### config.mk
export PLATFORM = sky130hd
export DESIGN_NAME = i2c_eeprom_master_sequencer
export DESIGN_NICKNAME = d
export VERILOG_FILES = /design/src/design/i2cems_pkg.sv /design/src/design/i2cems_step.sv /design/src/design/i2c_eeprom_master_sequencer.sv
export SDC_FILE = /design/constraint.sdc
export NUM_CORES = 1
export LEC_CHECK = 0
export BUFFER_PORTS_ARGS = -buffer_cell sky130_fd_sc_hd__buf_2
export CORE_ASPECT_RATIO = 0.9
export CORE_UTILIZATION = 55
export CTS_CLUSTER_DIAMETER = 200
export CTS_CLUSTER_SIZE = 25
export DETAILED_ROUTE_END_ITERATION = 7
export PLACE_DENSITY = 0.76
export SYNTH_ARGS = -nofsm -noshare
export SYNTH_HDL_FRONTEND = slang
export SYNTH_SLANG_ARGS = --single-unit
### constraint.sdc
create_clock -name clk -period 3.15 [get_ports clk]
set_input_delay 0 -clock clk [delete_from_list [all_inputs] [get_ports clk]]
set_output_delay 0 -clock clk [all_outputs]
set_load 0.02 [all_outputs]
### src/design/i2cems_pkg.sv
// Shared types and command codes for the I2C EEPROM master sequencer.
package i2cems_pkg;

	typedef enum logic [2:0] {
		CMD_BEGIN      = 3'd0,
		CMD_START_SENT = 3'd1,
		CMD_BYTE_SENT  = 3'd2,
		CMD_BYTE_RCVD  = 3'd3,
		CMD_OTHER      = 3'd4,
		CMD_TIMEOUT    = 3'd5
	} cmd_t;

	typedef enum logic [2:0] {
		REG_SLAVE_ADDR   = 3'd0,
		REG_WADDR_HIGH   = 3'd1,
		REG_WADDR_LOW    = 3'd2,
		REG_INIT_DIR     = 3'd3,
		REG_SEND_WADDR   = 3'd4,
		REG_RANDOM_READ  = 3'd5,
		REG_ACK_POLLING  = 3'd6,
		REG_DATA_LENGTH  = 3'd7
	} reg_idx_t;

	localparam logic [7:0] ADDR_MASK = 8'hFE;

	typedef struct packed {
		logic [7:0] slave_address;
		logic [7:0] word_addr_high;
		logic [7:0] word_addr_low;
		logic       initial_direction;
		logic       send_word_address;
		logic       random_read;
		logic       ack_polling;
		logic [7:0] data_length;
	} cfg_t;

	typedef struct packed {
		logic       busy;
		logic [7:0] byte_count;
		logic       second_addr_phase;
		logic       addr_pending;
		logic       restart_pending;
		logic       direction;
	} seq_state_t;

	typedef struct packed {
		logic [7:0] rx_index;
		logic [7:0] rx_data;
		logic       rx_valid;
		logic       busy_res;
		logic       bus_reset;
		logic       ack_level;
		logic       ack_write;
		logic       stop_request;
		logic       start_request;
		logic [7:0] tx_data;
		logic       tx_load;
	} result_t;

endpackage

### src/design/i2cems_step.sv
// Next-state and result logic for one bus event of the sequencer.
module i2cems_step (
	input  i2cems_pkg::cfg_t       cfg,
	input  i2cems_pkg::seq_state_t cur,
	input  logic [2:0]             cmd,
	input  logic                   ack_seen,
	input  logic [7:0]             rx_byte,
	input  logic [7:0]             tx_byte,
	output i2cems_pkg::seq_state_t nxt,
	output i2cems_pkg::result_t    res
);
	import i2cems_pkg::*;

	logic       fail;
	logic [7:0] count_inc;

	assign count_inc = cur.byte_count + 8'd1;

	always_comb begin
		nxt  = cur;
		res  = '0;
		fail = 1'b0;
		unique case (cmd)
			CMD_BEGIN: begin
				nxt.busy              = 1'b1;
				nxt.direction         = cfg.initial_direction;
				nxt.addr_pending      = cfg.send_word_address;
				nxt.second_addr_phase = 1'b0;
				nxt.restart_pending   = 1'b0;
				res.start_request     = 1'b1;
			end
			CMD_START_SENT: begin
				res.tx_load    = 1'b1;
				res.tx_data    = (cfg.slave_address & ADDR_MASK) | {7'd0, cur.direction};
				nxt.byte_count = 8'd0;
			end
			CMD_BYTE_SENT: begin
				if (!ack_seen) begin
					// A NACK either retries the whole transfer or aborts it.
					if (cfg.ack_polling) begin
						res.start_request = 1'b1;
					end else begin
						fail = 1'b1;
					end
				end else if (cur.restart_pending) begin
					res.start_request   = 1'b1;
					nxt.restart_pending = 1'b0;
				end else if (cur.addr_pending) begin
					res.tx_load = 1'b1;
					if (cur.second_addr_phase) begin
						nxt.addr_pending = 1'b0;
						res.tx_data      = cfg.word_addr_low;
						if (cfg.random_read) begin
							nxt.restart_pending = 1'b1;
							nxt.direction       = 1'b1;
						end
					end else begin
						res.tx_data           = cfg.word_addr_high;
						nxt.second_addr_phase = 1'b1;
					end
				end else if (!cur.direction) begin
					if (cur.byte_count < cfg.data_length) begin
						res.tx_load    = 1'b1;
						res.tx_data    = tx_byte;
						nxt.byte_count = count_inc;
					end else begin
						res.stop_request      = 1'b1;
						nxt.busy              = 1'b0;
						nxt.second_addr_phase = 1'b0;
					end
				end
			end
			CMD_BYTE_RCVD: begin
				if (cur.byte_count < cfg.data_length) begin
					res.rx_valid   = 1'b1;
					res.rx_data    = rx_byte;
					res.rx_index   = cur.byte_count;
					nxt.byte_count = count_inc;
					res.ack_write  = 1'b1;
					res.ack_level  = 1'b1;
				end
				// The last byte (or a zero length) gets NACK and stop.
				if (nxt.byte_count == cfg.data_length) begin
					nxt.busy              = 1'b0;
					res.ack_write         = 1'b1;
					res.ack_level         = 1'b0;
					nxt.second_addr_phase = 1'b0;
					res.stop_request      = 1'b1;
				end
			end
			CMD_TIMEOUT: begin
				res.bus_reset = 1'b1;
				nxt.busy      = 1'b0;
			end
			default: begin
				fail = 1'b1;
			end
		endcase

		if (fail) begin
			res.bus_reset     = 1'b1;
			res.start_request = 1'b0;
			res.stop_request  = 1'b0;
			res.ack_write     = 1'b1;
			res.ack_level     = 1'b0;
			nxt.busy          = 1'b0;
		end
		res.busy_res = nxt.busy;
	end

endmodule

### src/design/i2c_eeprom_master_sequencer.sv
// Top level of the I2C EEPROM master sequencer: registers, handshakes, result register.
//
// Each input beat on the s_ channel is one bus event from the I2C controller:
// a begin command, start sent, byte sent (with the slave ACK), byte received,
// another status, or a timeout. For every input beat exactly one result beat
// leaves on the m_ channel, telling the controller what to load, whether to
// request start or stop, which acknowledge to drive and whether to reset the bus.
// The event is decoded against the sequencer state in the cycle it is accepted and
// the result sits in the output register the next cycle.
// Throughput is one event per cycle; the output register is the only stage, so
// the input is taken whenever that register is empty or being drained.
// A stalled receiver holds the result and stops further input until it is taken.
// The configuration channel writes one register per beat (index 0..7) and is
// always ready; write it only while no event is in flight.
// Reset clears the sequencer state (not busy, write direction, count zero) and
// loads the register defaults: slave address 0xA0, word address sending on,
// data length one.
module i2c_eeprom_master_sequencer (
	input  logic        clk,
	input  logic        arst_n,
	// Configuration write channel.
	input  logic        cfg_valid,
	output logic        cfg_ready,
	input  logic [2:0]  cfg_index,
	input  logic [7:0]  cfg_data,
	// Event input. tuser: cmd[2:0].
	input  logic        s_tvalid,
	output logic        s_tready,
	input  logic [2:0]  s_tuser,
	// tdata: ack_seen[0], rx_byte[8:1], tx_byte[16:9], zero fill[23:17].
	input  logic [23:0] s_tdata,
	// Result output.
	output logic        m_tvalid,
	input  logic        m_tready,
	// tdata: tx_load[0], tx_data[8:1], start_request[9], stop_request[10],
	// ack_write[11], ack_level[12], bus_reset[13], busy_res[14], rx_valid[15],
	// rx_data[23:16], rx_index[31:24].
	output logic [31:0] m_tdata
);
	import i2cems_pkg::*;

	cfg_t       cfg_q;
	seq_state_t state_q;
	seq_state_t state_nxt;
	result_t    res_nxt;
	result_t    res_q;
	logic       out_valid_q;
	logic       in_fire;

	assign cfg_ready = 1'b1;
	assign s_tready  = !out_valid_q || m_tready;
	assign in_fire   = s_tvalid && s_tready;
	assign m_tvalid  = out_valid_q;
	assign m_tdata   = res_q;

	i2cems_step u_step (
		.cfg      (cfg_q),
		.cur      (state_q),
		.cmd      (s_tuser),
		.ack_seen (s_tdata[0]),
		.rx_byte  (s_tdata[8:1]),
		.tx_byte  (s_tdata[16:9]),
		.nxt      (state_nxt),
		.res      (res_nxt)
	);

	always_ff @(posedge clk or negedge arst_n) begin
		if (!arst_n) begin
			cfg_q.slave_address     <= 8'hA0;
			cfg_q.word_addr_high    <= 8'd0;
			cfg_q.word_addr_low     <= 8'd0;
			cfg_q.initial_direction <= 1'b0;
			cfg_q.send_word_address <= 1'b1;
			cfg_q.random_read       <= 1'b0;
			cfg_q.ack_polling       <= 1'b0;
			cfg_q.data_length       <= 8'd1;
		end else if (cfg_valid) begin
			unique case (reg_idx_t'(cfg_index))
				REG_SLAVE_ADDR:  cfg_q.slave_address     <= cfg_data;
				REG_WADDR_HIGH:  cfg_q.word_addr_high    <= cfg_data;
				REG_WADDR_LOW:   cfg_q.word_addr_low     <= cfg_data;
				REG_INIT_DIR:    cfg_q.initial_direction <= cfg_data[0];
				REG_SEND_WADDR:  cfg_q.send_word_address <= cfg_data[0];
				REG_RANDOM_READ: cfg_q.random_read       <= cfg_data[0];
				REG_ACK_POLLING: cfg_q.ack_polling       <= cfg_data[0];
				REG_DATA_LENGTH: cfg_q.data_length       <= cfg_data;
				default: ;
			endcase
		end
	end

	always_ff @(posedge clk or negedge arst_n) begin
		if (!arst_n) begin
			state_q     <= '0;
			out_valid_q <= 1'b0;
		end else begin
			if (in_fire) begin
				state_q     <= state_nxt;
				out_valid_q <= 1'b1;
			end else if (m_tready) begin
				out_valid_q <= 1'b0;
			end
		end
	end

	always_ff @(posedge clk) begin
		if (in_fire) begin
			res_q <= res_nxt;
		end
	end

	a_begin_sets_busy: assert property (@(posedge clk) disable iff (!arst_n)
		in_fire && s_tuser == CMD_BEGIN |=> state_q.busy && res_q.start_request)
		else $error("begin did not arm the transfer");

	a_timeout_clears_busy: assert property (@(posedge clk) disable iff (!arst_n)
		in_fire && s_tuser == CMD_TIMEOUT |=> !state_q.busy && res_q.bus_reset)
		else $error("timeout did not reset the bus and clear busy");

	a_busy_tracks_state: assert property (@(posedge clk) disable iff (!arst_n)
		in_fire |=> res_q.busy_res == state_q.busy)
		else $error("reported busy differs from sequencer state");

	a_bus_reset_quiet: assert property (@(posedge clk) disable iff (!arst_n)
		out_valid_q && res_q.bus_reset |-> !res_q.start_request && !res_q.stop_request
			&& !res_q.busy_res)
		else $error("bus reset combined with start or stop");

	a_ack_level_gated: assert property (@(posedge clk) disable iff (!arst_n)
		out_valid_q && !res_q.ack_write |-> !res_q.ack_level)
		else $error("acknowledge level without acknowledge write");

endmodule
==> flow_summary.toml <==
[synth]
avgSynthCellArea_sq_um = 11.36
yosys.area.top_type = "dfrtp_1"
netlist_instances = 362
synth_warnings = 0
synthDistinctLibCells = 58
yosysSeqAreaShare_pct = 53.28
async_flop_share_pct = 60.49
syn_area_sq_um = 4114
synthesis.nets = 413
synth_edf_count = 32
yosys_most_used_dff = "dfrtp_1"
synth_top_area_share_pct = 27.37
synth_seq_cells = 81
synth_area_leaders = "dfrtp_1 (27%), edfxtp_1 (23%), mux2_2 (12%), and2_1 (2.9%), nand2_1 (2.8%)"

[pwr]
power.switching_mw = 0.8225
power_frac_seq_pct = 48.1
p_comb_share_pct = 20.5
peakVddDrop_mv = 0.4517
p_leak_nw = 2.111
clkPwrFrac_pct = 31.4
sw_frac_of_total_pct = 28.47
total_power_mw = 2.889
internal_power_mw = 2.066
p_per_area_nw_per_um2 = 574.2

[floorplanning]
die_y_microns = 84.05
io_pins = 78
initial_core_util_pct = 57.55
rows = 29
die_x_microns = 93.17
die_area_sq_um = 7831
coreArea_sq_um = 7148

[cts]
clk-insertion-delay-late_ps = 360
clkSinkCount = 81
path_clk_slew_ps = 80
cts_buffers = 9
cts-root-buf = "clkbuf_8"
cts_tree = "yes"
cts_max_level = 3
post_cts_buffers = 0
ctsLongestPathBuffers = 2

[detailed_routing]
met2_length_microns = 4168
drt_iter0_markers = 180
routedLengthMet1_microns = 4068
wl_per_cell_microns = 16.03
via_per_inst = 5.705
num_vias = 3172
firstDrtPassIters = 4
highest_layer = "met4"
antenna_left = 0
route.detailed.drc = 0
wirelength_microns = 8914
wl_met3_microns = 508

[placed_design]
io_buffers = 69
dpl.hpwl_microns = 6094
gp_congestion = 0.8248

[timing]
hold_viol_final = 0
rsz0062_at_grt = "false"
worst_pin_slew_ps = 1105
min_period_over_period_pct = 89.52
post-route-min-period_ps = 2820
finalMaxSlewViolations = 0
fmax_mhz = 354.6
worst_hold_slack_ps = 14.68
clock_skew_ps = 7.784
setup_tns_ps = 0
setup_viol_count_final = 0
maxSlewHeadroom_pct = 26.36

[critical_path]
crit_path_start_kind = "flip-flop"
path_cells = "ha_1 > nand4_1 > or2_0 > o21ai_1 > nand4_1 > a32oi_2 > o211ai_2 > a41o_1"
arrival_ps = 2940
end_kind = "flip-flop"
slowest_stage = "o21ai_1"
crit_path_start = "state_q[10]"
cp_common_cell = "nand4_1"
cp.required_ps = 3270
crit_type = "reg2reg"
worstReg2RegStart = "state_q[10]"
cpPeakStageDelay_ps = 500
path_max_fanout = 9

[cells_and_area]
area_delta_synth_final_pct = 22.29
multi_input_area_sq_um = 1798
num_antenna_cells = 0
drive_gt1_share_pct = 33.69
fin_nets = 509
seq_area_sq_um = 2192
nFillCells = 526

[global_routing]
grt_pass1_vias = 3066
grt_max_degree = 50
grt.total_usage_pct = 24.94
antenna_found_initial = 0
grt_pass1_wl_microns = 14890
grt.overflow.total = 0

[flow_run]
maxCapViolations = 0

[worst_hold_path]
hold_path_class = "in2reg"
hp-start = "s_tdata[13]"

[outcome]
status = "finished, final reports clean"
[through the flow]
step / worst slack [ps] / util (%) / cell area (sq um) / std cells
3_5_place_dp: 363.6 / 64.01 / 4576 / 519
4_1_cts: 345.7 / 70.38 / 5031 / 556
5_1_grt: 169.2 / 70.38 / 5031 / 556
2_1_floorplan: 804.6 / - / 4114 / 362
6_report: 330.2 / 70.38 / 5031 / 556
3_3_place_gp: 423.9 / 64.01 / 4576 / 519
[kinds of logic after synthesis]
family | synth area share, %
AND/OR/NAND/NOR | 15.57
flip-flops | 53.28
AO/OA/AOI/OAI | 12.29
multiplexers | 12.04
buffers and inverters | 3.010
adder cells (fa/ha/maj) | 2.433
XOR/XNOR | 1.277
other | 0.09115
[worst max-delay path, delay by kind of cell, from the launching register on]
family | cells | cell delay, ps
AND/OR/NAND/NOR | 3 | 530
adder cells (fa/ha/maj) | 1 | 340
AO/OA/AOI/OAI | 4 | 1220
flip-flops | 1 | 480
[power by group through the flow]
stage               clock, mW  sequential, mW  combinational [mW]
detailed placement          0            1.41               0.573
floorplan                   0            1.39               0.403
global placement            0            1.40               0.548
finish                  0.906            1.39               0.593
global route            0.961            1.41               0.657
CTS                     0.924            1.39               0.596
[synth_stat cells (all sizes together), types with 2 or more instances]
cell	instances
a21o	2
a21oi	12
a22o	4
a22oi	8
a31oi	4
a41oi	2
and2	19
buf	7
clkbuf	8
dfrtp	45
dfstp	4
edfxtp	32
ha	8
inv	12
mux2	44
nand2	31
nand2b	6
nand3	10
nand4	5
nand4b	2
nor2	22
nor2b	3
nor3	9
nor3b	3
o211ai	4
o21a	2
o21ai	23
o22ai	5
o31ai	2
or2	2
xnor2	4
xor2	2
[area by class of cell]
cell class,instances,share of cell area [%]
flip-flops and latches,81,43.57
repair buffers,100,12.53
clock buffers,11,3.233
multi-input cells,253,35.74
well taps,93,2.313
clock inverters,5,1.641
inverters,13,0.9699
[registers in the layout (all words and copies together) (netlist names)]
register	flops
m_tvalid	1
cfg_q	35
m_tdata	32
state_q	13
[what timing repair did]
action | CTS | global route
endpoints found under the setup margin | 0 | 0
hold buffers | 21 | 0
endpoints found under the hold margin | 91 | 0
gates resized for setup | 0 | 0
[placed cells by master (no fill, tap or decap), drive strengths merged, types with 2 or more instances in the layout]
cell | synthesis | final
clkbuf | 8 | 11
xnor2 | 4 | 4
edfxtp | 32 | 32
nor2b | 3 | 3
nor3 | 9 | 9
or2 | 2 | 2
mux2 | 44 | 44
nand4 | 5 | 5
o21a | 2 | 2
a21oi | 12 | 12
o211ai | 4 | 4
and2 | 19 | 19
bufinv | 0 | 2
nand3 | 10 | 10
o22ai | 5 | 5
o31ai | 2 | 2
a22o | 4 | 4
nand2 | 31 | 31
inv | 12 | 14
nor3b | 3 | 3
nor2 | 22 | 22
ha | 8 | 8
o21ai | 23 | 23
a31oi | 4 | 4
nand2b | 6 | 6
a22oi | 8 | 8
buf | 7 | 79
xor2 | 2 | 2
a41oi | 2 | 2
nand4b | 2 | 2
dfrtp | 45 | 45
dfstp | 4 | 4
dlygate4sd3 | 0 | 21
a21o | 2 | 2
[per-layer routing]
metal | track usage [%] | vias up
met3 | 5.647 | 16
met5 | 0 | -
met4 | 11.05 | 0
met1 | 34.62 | 1521
li1 | - | 1522
met2 | 37.43 | 113
[worst paths after layout]
path                       slack [ps]  cells past startpoint           to
min in group asynchronous         400                      2  state_q[12]
min                                10                      3   m_tdata[5]
max reg2reg                       330                      8  m_tdata[14]
max                               330                      8  m_tdata[14]
max in group asynchronous        2070                      2    cfg_q[17]
min reg2reg                       510                      1    cfg_q[12]
(Power assumes the default switching activity.)
